File: src/design/tcfps_pkg.sv
package tcfps_pkg;

    localparam int FREQ_W     = 23;
    localparam int LEVEL_W    = 12;
    localparam int NUM_LANES  = 5;
    localparam int SUM_W      = 15;
    localparam int AVG_W      = 12;
    localparam int BEST_W     = 16;
    localparam int SYNTH_W    = 16;
    localparam int CMD_W      = 2;
    localparam int CFG_IDX_W  = 2;

    localparam int IN_DATA_W  = 64;
    localparam int IN_USER_W  = 3;
    localparam int OUT_DATA_W = 40;
    localparam int OUT_PAD_W  = OUT_DATA_W - FREQ_W - SYNTH_W;

    localparam logic [FREQ_W:0]   COARSE_STEP  = 24'd1000;
    localparam logic [FREQ_W:0]   FINE_STEP    = 24'd125;
    localparam logic [FREQ_W:0]   FINE_SPAN    = 24'd5000;
    localparam logic [FREQ_W:0]   SYNTH_OFFSET = 24'd480000;
    localparam logic [FREQ_W-1:0] FREQ_MAX     = 23'h7FFFFF;
    localparam logic [BEST_W-1:0] LEVEL_INIT_MIN = 16'hFFFF;

    // sum / 5 as (sum * ceil(2^17 / 5)) >> 17, exact for sum < 2^15
    localparam int               AVG_SHIFT = 17;
    localparam logic [SUM_W-1:0] AVG_RECIP = 15'd26215;

    // x / 125 as (x * ceil(2^31 / 125)) >> 31, exact for x < 2^24
    localparam int          SYNTH_SHIFT = 31;
    localparam int          SYNTH_RW    = 25;
    localparam logic [SYNTH_RW-1:0] SYNTH_RECIP = 25'd17179870;

    typedef enum logic [CMD_W-1:0] {
        CMD_SAMPLE = 2'd0,
        CMD_START  = 2'd1,
        CMD_STOP   = 2'd2
    } cmd_t;

    typedef enum logic [CFG_IDX_W-1:0] {
        REG_START_FREQ = 2'd0,
        REG_END_FREQ   = 2'd1,
        REG_MODE       = 2'd2
    } reg_idx_t;

    typedef struct packed {
        logic [FREQ_W-1:0] start_freq;
        logic [FREQ_W-1:0] end_freq;
        logic              higher;
    } cfg_t;

    typedef struct packed {
        logic             valid;
        logic [CMD_W-1:0] command;
        logic             locked;
        logic [AVG_W-1:0] avg;
    } avg_item_t;

    typedef struct packed {
        logic              valid;
        logic [FREQ_W-1:0] tune_freq;
        logic              still_scanning;
    } tune_t;

endpackage

File: src/design/tcfps_lanes.sv
module tcfps_lanes
(
    input  logic                                         clk,
    input  logic                                         rst_n,
    input  logic                                         en,
    input  logic                                         in_valid,
    input  logic [tcfps_pkg::CMD_W-1:0]                  in_command,
    input  logic                                         in_locked,
    input  logic [tcfps_pkg::NUM_LANES*tcfps_pkg::LEVEL_W-1:0] in_levels,
    output tcfps_pkg::avg_item_t                         avg_item
);

    logic [tcfps_pkg::LEVEL_W-1:0] lane_reg [tcfps_pkg::NUM_LANES];
    logic                          s1_valid_reg;
    logic [tcfps_pkg::CMD_W-1:0]   s1_cmd_reg;
    logic                          s1_lock_reg;

    logic [tcfps_pkg::SUM_W-1:0]   sum_next;
    logic [tcfps_pkg::SUM_W-1:0]   sum_reg;
    logic                          s2_valid_reg;
    logic [tcfps_pkg::CMD_W-1:0]   s2_cmd_reg;
    logic                          s2_lock_reg;

    logic [2*tcfps_pkg::SUM_W-1:0] avg_prod;
    tcfps_pkg::avg_item_t          avg_reg;

    // one register per reading
    for (genvar i = 0; i < tcfps_pkg::NUM_LANES; i++)
    begin : g_lane
        always_ff @(posedge clk)
        begin
            if (en)
                lane_reg[i] <= in_levels[i*tcfps_pkg::LEVEL_W +: tcfps_pkg::LEVEL_W];
        end
    end

    always_ff @(posedge clk or negedge rst_n)
    begin
        if (!rst_n)
        begin
            s1_valid_reg <= 1'b0;
            s2_valid_reg <= 1'b0;
            avg_reg      <= '0;
        end
        else if (en)
        begin
            s1_valid_reg <= in_valid;
            s2_valid_reg <= s1_valid_reg;
            avg_reg      <= '{valid:   s2_valid_reg,
                              command: s2_cmd_reg,
                              locked:  s2_lock_reg,
                              avg:     avg_prod[tcfps_pkg::AVG_SHIFT +: tcfps_pkg::AVG_W]};
        end
    end

    always_ff @(posedge clk)
    begin
        if (en)
        begin
            s1_cmd_reg  <= in_command;
            s1_lock_reg <= in_locked;
            s2_cmd_reg  <= s1_cmd_reg;
            s2_lock_reg <= s1_lock_reg;
            sum_reg     <= sum_next;
        end
    end

    // merge: lane sum
    always_comb
    begin
        sum_next = '0;
        for (int i = 0; i < tcfps_pkg::NUM_LANES; i++)
            sum_next = sum_next + tcfps_pkg::SUM_W'(lane_reg[i]);
    end

    assign avg_prod = {{tcfps_pkg::SUM_W{1'b0}}, sum_reg}
                    * {{tcfps_pkg::SUM_W{1'b0}}, tcfps_pkg::AVG_RECIP};

    assign avg_item = avg_reg;

endmodule

File: src/design/tcfps_seq.sv
module tcfps_seq
(
    input  logic                 clk,
    input  logic                 rst_n,
    input  logic                 en,
    input  tcfps_pkg::avg_item_t avg_item,
    input  tcfps_pkg::cfg_t      cfg,
    output tcfps_pkg::tune_t     res
);

    logic                           active_reg,     active_next;
    logic                           fine_reg,       fine_next;
    logic [tcfps_pkg::FREQ_W-1:0]   sweep_reg,      sweep_next;
    logic [tcfps_pkg::BEST_W-1:0]   best_level_reg, best_level_next;
    logic [tcfps_pkg::FREQ_W-1:0]   best_freq_reg,  best_freq_next;
    logic [tcfps_pkg::FREQ_W-1:0]   coarse_reg,     coarse_next;
    tcfps_pkg::tune_t               res_reg,        res_next;

    logic [tcfps_pkg::BEST_W-1:0]   level_init;
    logic [tcfps_pkg::BEST_W-1:0]   avg_ext;
    logic                           better;
    logic [tcfps_pkg::FREQ_W-1:0]   cand_freq;
    logic [tcfps_pkg::FREQ_W:0]     step_sum;
    logic [tcfps_pkg::FREQ_W:0]     fine_limit;
    logic [tcfps_pkg::FREQ_W:0]     fine_diff;
    logic [tcfps_pkg::FREQ_W-1:0]   fine_start;

    always_ff @(posedge clk or negedge rst_n)
    begin
        if (!rst_n)
        begin
            active_reg     <= 1'b0;
            fine_reg       <= 1'b0;
            sweep_reg      <= '0;
            best_level_reg <= '0;
            best_freq_reg  <= '0;
            coarse_reg     <= '0;
            res_reg        <= '0;
        end
        else if (en)
        begin
            active_reg     <= active_next;
            fine_reg       <= fine_next;
            sweep_reg      <= sweep_next;
            best_level_reg <= best_level_next;
            best_freq_reg  <= best_freq_next;
            coarse_reg     <= coarse_next;
            res_reg        <= res_next;
        end
    end

    assign level_init = cfg.higher ? '0 : tcfps_pkg::LEVEL_INIT_MIN;
    assign avg_ext    = tcfps_pkg::BEST_W'(avg_item.avg);
    assign better     = cfg.higher ? (avg_ext > best_level_reg) : (avg_ext < best_level_reg);
    assign cand_freq  = better ? sweep_reg : best_freq_reg;
    assign step_sum   = {1'b0, sweep_reg}
                      + (fine_reg ? tcfps_pkg::FINE_STEP : tcfps_pkg::COARSE_STEP);
    assign fine_limit = {1'b0, coarse_reg} + tcfps_pkg::FINE_SPAN;
    assign fine_diff  = {1'b0, cand_freq} - tcfps_pkg::FINE_SPAN;
    assign fine_start = ({1'b0, cand_freq} >= tcfps_pkg::FINE_SPAN)
                      ? fine_diff[tcfps_pkg::FREQ_W-1:0] : '0;

    always_comb
    begin
        active_next     = active_reg;
        fine_next       = fine_reg;
        sweep_next      = sweep_reg;
        best_level_next = best_level_reg;
        best_freq_next  = best_freq_reg;
        coarse_next     = coarse_reg;
        res_next        = '0;

        if (avg_item.valid)
        begin
            unique case (tcfps_pkg::cmd_t'(avg_item.command))
                tcfps_pkg::CMD_START:
                begin
                    best_level_next = level_init;
                    best_freq_next  = cfg.start_freq;
                    sweep_next      = cfg.start_freq;
                    active_next     = 1'b1;
                    fine_next       = 1'b0;
                    res_next        = '{valid: 1'b1, tune_freq: cfg.start_freq,
                                        still_scanning: 1'b1};
                end
                tcfps_pkg::CMD_STOP:
                begin
                    active_next = 1'b0;
                end
                tcfps_pkg::CMD_SAMPLE:
                begin
                    if (active_reg && avg_item.locked)
                    begin
                        best_level_next = better ? avg_ext : best_level_reg;
                        best_freq_next  = cand_freq;
                        sweep_next      = step_sum[tcfps_pkg::FREQ_W-1:0];
                        if (!fine_reg)
                        begin
                            if (step_sum > {1'b0, cfg.end_freq} || step_sum[tcfps_pkg::FREQ_W])
                            begin
                                fine_next       = 1'b1;
                                sweep_next      = fine_start;
                                coarse_next     = cand_freq;
                                best_level_next = level_init;
                            end
                        end
                        else if (step_sum > fine_limit || step_sum[tcfps_pkg::FREQ_W])
                        begin
                            active_next = 1'b0;
                            sweep_next  = cand_freq;
                        end
                        res_next = '{valid: 1'b1, tune_freq: sweep_next,
                                     still_scanning: active_next};
                    end
                end
                default:
                begin
                end
            endcase
        end
    end

    assign res = res_reg;

    a_final_tune_idle: assert property (@(posedge clk) disable iff (!rst_n)
        (res_reg.valid && !res_reg.still_scanning) |-> !active_reg)
        else $error("final tune while scan still active");

    a_scan_tune_active: assert property (@(posedge clk) disable iff (!rst_n)
        (res_reg.valid && res_reg.still_scanning) |-> active_reg)
        else $error("scanning tune while scan inactive");

    a_tune_is_sweep: assert property (@(posedge clk) disable iff (!rst_n)
        res_reg.valid |-> (res_reg.tune_freq == sweep_reg))
        else $error("tuned frequency differs from sweep position");

endmodule

File: src/design/tcfps_out.sv
module tcfps_out
(
    input  logic                                clk,
    input  logic                                rst_n,
    input  tcfps_pkg::tune_t                    res,
    output logic                                en,
    output logic                                m_tvalid,
    input  logic                                m_tready,
    output logic [tcfps_pkg::OUT_DATA_W-1:0]    m_tdata,
    output logic                                m_tuser
);

    logic                                x_valid_reg;
    logic [tcfps_pkg::FREQ_W-1:0]        x_freq_reg;
    logic                                x_scan_reg;
    logic [tcfps_pkg::FREQ_W:0]          x_sum_reg;

    logic [2*tcfps_pkg::SYNTH_RW-2:0]    synth_prod;
    logic [tcfps_pkg::SYNTH_W-1:0]       synth_word;

    logic                                out_valid_reg;
    logic [tcfps_pkg::FREQ_W-1:0]        out_freq_reg;
    logic [tcfps_pkg::SYNTH_W-1:0]       out_word_reg;
    logic                                out_scan_reg;

    logic                                skid_valid_reg;
    logic [tcfps_pkg::FREQ_W-1:0]        skid_freq_reg;
    logic [tcfps_pkg::SYNTH_W-1:0]       skid_word_reg;
    logic                                skid_scan_reg;

    logic                                push;
    logic                                pop;

    assign en   = !skid_valid_reg;
    assign push = en && x_valid_reg;
    assign pop  = out_valid_reg && m_tready;

    always_ff @(posedge clk or negedge rst_n)
    begin
        if (!rst_n)
            x_valid_reg <= 1'b0;
        else if (en)
            x_valid_reg <= res.valid;
    end

    always_ff @(posedge clk)
    begin
        if (en)
        begin
            x_freq_reg <= res.tune_freq;
            x_scan_reg <= res.still_scanning;
            x_sum_reg  <= {1'b0, res.tune_freq} + tcfps_pkg::SYNTH_OFFSET;
        end
    end

    assign synth_prod = {{(tcfps_pkg::SYNTH_RW-1){1'b0}}, x_sum_reg}
                      * {{(tcfps_pkg::SYNTH_RW-2){1'b0}}, tcfps_pkg::SYNTH_RECIP};
    assign synth_word = synth_prod[tcfps_pkg::SYNTH_SHIFT +: tcfps_pkg::SYNTH_W];

    // output register plus skid stage
    always_ff @(posedge clk or negedge rst_n)
    begin
        if (!rst_n)
        begin
            out_valid_reg  <= 1'b0;
            skid_valid_reg <= 1'b0;
        end
        else if (skid_valid_reg)
        begin
            if (pop)
                skid_valid_reg <= 1'b0;
        end
        else if (push)
        begin
            if (!out_valid_reg || pop)
                out_valid_reg <= 1'b1;
            else
                skid_valid_reg <= 1'b1;
        end
        else if (pop)
            out_valid_reg <= 1'b0;
    end

    always_ff @(posedge clk)
    begin
        if (skid_valid_reg)
        begin
            if (pop)
            begin
                out_freq_reg <= skid_freq_reg;
                out_word_reg <= skid_word_reg;
                out_scan_reg <= skid_scan_reg;
            end
        end
        else if (push)
        begin
            if (!out_valid_reg || pop)
            begin
                out_freq_reg <= x_freq_reg;
                out_word_reg <= synth_word;
                out_scan_reg <= x_scan_reg;
            end
            else
            begin
                skid_freq_reg <= x_freq_reg;
                skid_word_reg <= synth_word;
                skid_scan_reg <= x_scan_reg;
            end
        end
    end

    assign m_tvalid = out_valid_reg;
    assign m_tdata  = {{tcfps_pkg::OUT_PAD_W{1'b0}}, out_word_reg, out_freq_reg};
    assign m_tuser  = out_scan_reg;

    a_skid_needs_out: assert property (@(posedge clk) disable iff (!rst_n)
        skid_valid_reg |-> out_valid_reg)
        else $error("skid stage full with output register empty");

    a_skid_held: assert property (@(posedge clk) disable iff (!rst_n)
        (skid_valid_reg && !m_tready) |=> skid_valid_reg)
        else $error("skid entry lost while receiver stalls");

    a_drain: assert property (@(posedge clk) disable iff (!rst_n)
        (out_valid_reg && m_tready && !skid_valid_reg && !x_valid_reg) |=> !out_valid_reg)
        else $error("output still valid after last transfer");

endmodule

File: src/design/tuner_coarse_fine_peak_scan.sv
// Coarse/fine peak scan sequencer for a receiver tuner.
// Slave stream: one item per transfer. s_tuser = {tuner_locked, command[1:0]};
// command 0 sample, 1 start scan, 2 stop scan. s_tdata carries the five level
// readings. A start transfer tunes to the start frequency; each locked sample
// during a scan averages the readings, tracks the best level and retunes.
// Master stream: one transfer per retune, carrying the frequency, the
// synthesiser word and the still-scanning flag in m_tuser. Stop and ignored
// samples give no transfer.
// Throughput: one item per cycle while s_tready is high. Pipeline registers in
// order: lane input, lane sum, divide by five, sequencer, synthesiser offset,
// output register.
// Config: cfg_we writes cfg_data into register cfg_index (0 start, 1 end,
// 2 mode); write only while the block is idle.
// Reset: all scan state and the pipeline valid flags clear; registers return
// to start 0, end 8388607, max-level mode. s_tready is high out of reset.
// Stall: an output register and a skid stage hold up to two results; input
// keeps being accepted until the skid stage fills, then s_tready drops.
module tuner_coarse_fine_peak_scan
(
    input  logic                                clk,
    input  logic                                rst_n,
    input  logic                                s_tvalid,
    output logic                                s_tready,
    // level_a, level_b, level_c, level_d, level_e (12 bits each), zero pad
    input  logic [tcfps_pkg::IN_DATA_W-1:0]     s_tdata,
    // command (2), tuner_locked (1)
    input  logic [tcfps_pkg::IN_USER_W-1:0]     s_tuser,
    output logic                                m_tvalid,
    input  logic                                m_tready,
    // tune_freq (23), synth_word (16), zero pad
    output logic [tcfps_pkg::OUT_DATA_W-1:0]    m_tdata,
    // still_scanning (1)
    output logic                                m_tuser,
    input  logic                                cfg_we,
    input  logic [tcfps_pkg::CFG_IDX_W-1:0]     cfg_index,
    input  logic [tcfps_pkg::FREQ_W-1:0]        cfg_data
);

    tcfps_pkg::cfg_t      cfg_reg;
    tcfps_pkg::avg_item_t avg_item;
    tcfps_pkg::tune_t     res;
    logic                 en;

    always_ff @(posedge clk or negedge rst_n)
    begin
        if (!rst_n)
        begin
            cfg_reg.start_freq <= '0;
            cfg_reg.end_freq   <= tcfps_pkg::FREQ_MAX;
            cfg_reg.higher     <= 1'b1;
        end
        else if (cfg_we)
        begin
            unique case (tcfps_pkg::reg_idx_t'(cfg_index))
                tcfps_pkg::REG_START_FREQ: cfg_reg.start_freq <= cfg_data;
                tcfps_pkg::REG_END_FREQ:   cfg_reg.end_freq   <= cfg_data;
                tcfps_pkg::REG_MODE:       cfg_reg.higher     <= cfg_data[0];
                default:
                begin
                end
            endcase
        end
    end

    assign s_tready = en;

    tcfps_lanes u_lanes
    (
        .clk        (clk),
        .rst_n      (rst_n),
        .en         (en),
        .in_valid   (s_tvalid),
        .in_command (s_tuser[tcfps_pkg::CMD_W-1:0]),
        .in_locked  (s_tuser[tcfps_pkg::CMD_W]),
        .in_levels  (s_tdata[tcfps_pkg::NUM_LANES*tcfps_pkg::LEVEL_W-1:0]),
        .avg_item   (avg_item)
    );

    tcfps_seq u_seq
    (
        .clk      (clk),
        .rst_n    (rst_n),
        .en       (en),
        .avg_item (avg_item),
        .cfg      (cfg_reg),
        .res      (res)
    );

    tcfps_out u_out
    (
        .clk      (clk),
        .rst_n    (rst_n),
        .res      (res),
        .en       (en),
        .m_tvalid (m_tvalid),
        .m_tready (m_tready),
        .m_tdata  (m_tdata),
        .m_tuser  (m_tuser)
    );

endmodule
File: config.mk
export PLATFORM = sky130hd
export DESIGN_NAME = tuner_coarse_fine_peak_scan
export DESIGN_NICKNAME = d
export VERILOG_FILES = /design/src/design/tcfps_pkg.sv /design/src/design/tcfps_lanes.sv /design/src/design/tcfps_seq.sv /design/src/design/tcfps_out.sv /design/src/design/tuner_coarse_fine_peak_scan.sv
export SDC_FILE = /design/constraint.sdc
export NUM_CORES = 2
export LEC_CHECK = 0
export BUFFER_PORTS_ARGS = -buffer_cell sky130_fd_sc_hd__buf_2
export CAP_MARGIN = 30
export CORE_MARGIN = 2
export CORE_UTILIZATION = 55
export CTS_BUF_LIST = sky130_fd_sc_hd__clkbuf_2
export CTS_CLUSTER_SIZE = 25
export DETAILED_ROUTE_END_ITERATION = 12
export PLACE_DENSITY = 0.72
export SLEW_MARGIN = 15
export SYNTH_ARGS = -nofsm -noshare
export SYNTH_HDL_FRONTEND = slang
export SYNTH_SLANG_ARGS = --single-unit
File: constraint.sdc
create_clock -name clk -period 11.36 [get_ports clk]
set_input_delay 0.568 -clock clk [delete_from_list [all_inputs] [get_ports clk]]
set_output_delay 0.568 -clock clk [all_outputs]
set_load 0.02 [all_outputs]
==> impl_metrics.toml <==
[route]
drt-pass1-iter-count = 6
vias = 23000
met3_length_um = 4230
viasPerCell = 5.60
wl_met2_um = 38700
wl_per_cell_um = 19.5
drc = 0
met1_length_um = 33500
drt_iter0_drc = 1525
wirelength_um = 80100
drtAntennaViolNets = 0
dr.max_layer_used = "met4"

[placement]
gp_congestion = 0.935
portBuffers = 134
place_hpwl_um = 59700

[layout]
seq_area_um2 = 10600
largest_register_ffs = 60
fin_nets = 4100
multi_input_area_um2 = 19300
area_growth_pct = 11.0
nFillCells = 4710
layout-drive-gt1-share_pct = 14.0

[sta]
fin_crit_ns = 7.89
hold_violations = 0
fmax_ghz = 0.127
rsz0062_at_grt = "no"
finalSetupViolCount = 0
worstMarginPinSlew_ns = 1.01
slew_violations = 0
clock_skew_ns = 0.139
relSlewSlack_pct = 32.8
fin_crit_sh_pct = 69.5
tns_ns = 0

[flow_run]
cap_violations = 0

[critical_path]
worstPathRequired_ns = 12.22
crit_type = "flip-flop to flip-flop"
startpoint_type = "flip-flop"
crit_path_max_fanout = 11
crit_path_end_kind = "flip-flop"
worstPathArrival_ns = 8.75

[outcome]
status = "finished clean"

[clock_tree]
clockBufferDepth = 3
cts.sinks = 381
clk_latency_ns = 1.20
clk_pin_slew_ns = 0.11
htreeDepth = 3
cts_resized = 0
numCtsBuffers = 100
ctsRootBufferMaster = "clkbuf_2"
cts_tree = "yes"

[synthesis]
syn-instance-count = 2981
syn_area_per_cell_um2 = 10.8
yosysTopAreaCellShare_pct = 18.7
yosys-top-cells-count = "inv_1 (591), ha_1 (465), fa_1 (275)"
synth_edf_count = 201
yosysTopAreaCell = "edfxtp_1"
yosysSeqAreaShare_pct = 32.7
ys_types = 88
yosysMostFrequentCell = "inv_1"
async_reset_ff_share_pct = 47.2
syn_nets = 3818
netlist_area_um2 = 32300
synth_top_flop_cell = "edfxtp_1"
synth_seq_cells = 381
ys_top_cells_by_area = "edfxtp_1 (19%), ha_1 (18%), fa_1 (17%)"
yosys_warnings = 0

[die]
dieArea_um2 = 60800
start_util_pct = 55.8
fp.coreArea_um2 = 57900
dieHeight_um = 246
die_x_um = 246
num_io_pins = 140
rows = 88

[min_path]
hold_path.class = "input port to async pin"

[grt]
grt_pass1_vias = 24400
grt_overflow_total = 0
grt_pass1_wl_um = 129000
antenna_found_initial = 2
grt_max_degree = 112
grtUsageTotal_pct = 27.4
-- cells by family (layout without fill, tap and decap cells) --
family | count (synthesis) | after routing | share of synthesized area [%]
buffers and inverters | 665 | 1027 | 7.85
AND/OR/NAND/NOR | 446 | 446 | 6.64
AO/OA/AOI/OAI | 523 | 523 | 10.9
XOR/XNOR | 102 | 102 | 2.76
adder cells (fa/ha/maj) | 740 | 740 | 35.0
other | 1 | 6 | 0.0116
flip-flops | 381 | 381 | 32.7
multiplexers | 123 | 123 | 4.14
-- through the flow --
step	util [%]	cells	hold WS (ns)	cell area (µm²)	setup slack [ns]
floorplan	-	2981	0.272	32300	3.05
global placement	58.4	3822	0.407	33800	3.71
detailed placement	58.4	3825	0.405	33800	3.63
CTS	61.8	4104	0.000510	35800	3.52
global route	62.0	4113	-0.00189	35900	3.02
finish	62.0	4113	0.0538	35900	3.47
-- final timing paths --
path	endpoint	cells past startpoint	slack, ns	from
worst max-delay path	u_out.out_word_reg[14]	22	3.47	u_out.x_sum_reg[19]
min in group clk	u_lanes.lane_reg[0][32]	2	0.08	s_tdata[32]
worst min register to register	u_out.skid_freq_reg[22]	0	0.40	u_out.x_freq_reg[22]
worst max register to register	u_out.out_word_reg[14]	22	3.47	u_out.x_sum_reg[19]
max in group asynchronous	u_out.skid_valid_reg	4	10.00	rst_n
worst min-delay path	cfg_reg[35]	2	0.05	rst_n
-- layout make-up --
cell class              count  area share [%]
multi-input cells        1935            53.7
flip-flops and latches    381            29.5
inverters                 591            6.20
repair buffers            254            5.23
well taps                 765            2.67
clock buffers             147            2.05
clock inverters            35           0.687
diodes                      5          0.0349
-- worst max-delay path, stage by stage (launching register included) --
cell	delay (ns)
edfxtp_1	0.70
fa_1	0.62
inv_1	0.06
fa_1	0.47
inv_1	0.04
ha_1	0.29
fa_1	0.53
fa_1	0.45
fa_1	0.54
inv_1	0.05
fa_1	0.53
inv_1	0.04
ha_1	0.29
a21o_1	0.16
a21o_1	0.17
a21oi_1	0.42
o211ai_1	0.17
a211oi_1	0.46
nor2_1	0.19
a211oi_1	0.55
o21ai_0	0.33
xor2_1	0.23
mux2_2	0.29
-- layer usage --
| metal | vias to the layer above | track usage, % |
|---|---|---|
| li1 | 10700 | - |
| met1 | 11400 | 35.3 |
| met2 | 681 | 45.5 |
| met3 | 177 | 4.41 |
| met4 | 0 | 12.8 |
| met5 | - | 0 |
-- cell usage in the layout, fill, tap and decap left out, types with 21 or more instances in the layout --
master	n
dlygate4sd3_1	97
nand3_1	25
clkbuf_2	148
mux2_2	87
inv_1	590
and3_1	28
dfrtp_1	155
mux2i_1	36
a21o_1	52
xor2_1	43
buf_2	134
nor3_1	22
nand4_1	22
a21oi_1	137
a31oi_1	21
o21ai_0	85
nand2_1	137
dfstp_2	24
o21a_1	22
a211oi_1	25
nor2_1	131
fa_1	275
ha_1	465
xnor2_1	59
edfxtp_1	201
-- timing repair --
item	4_1_cts	5_1_grt
hold buffers	97	0
buffers inserted	0	0
endpoints found under the hold margin	223	0
Power is not shown: default switching activity piles up to over one toggle a cycle in this logic, so the estimate is an artifact.
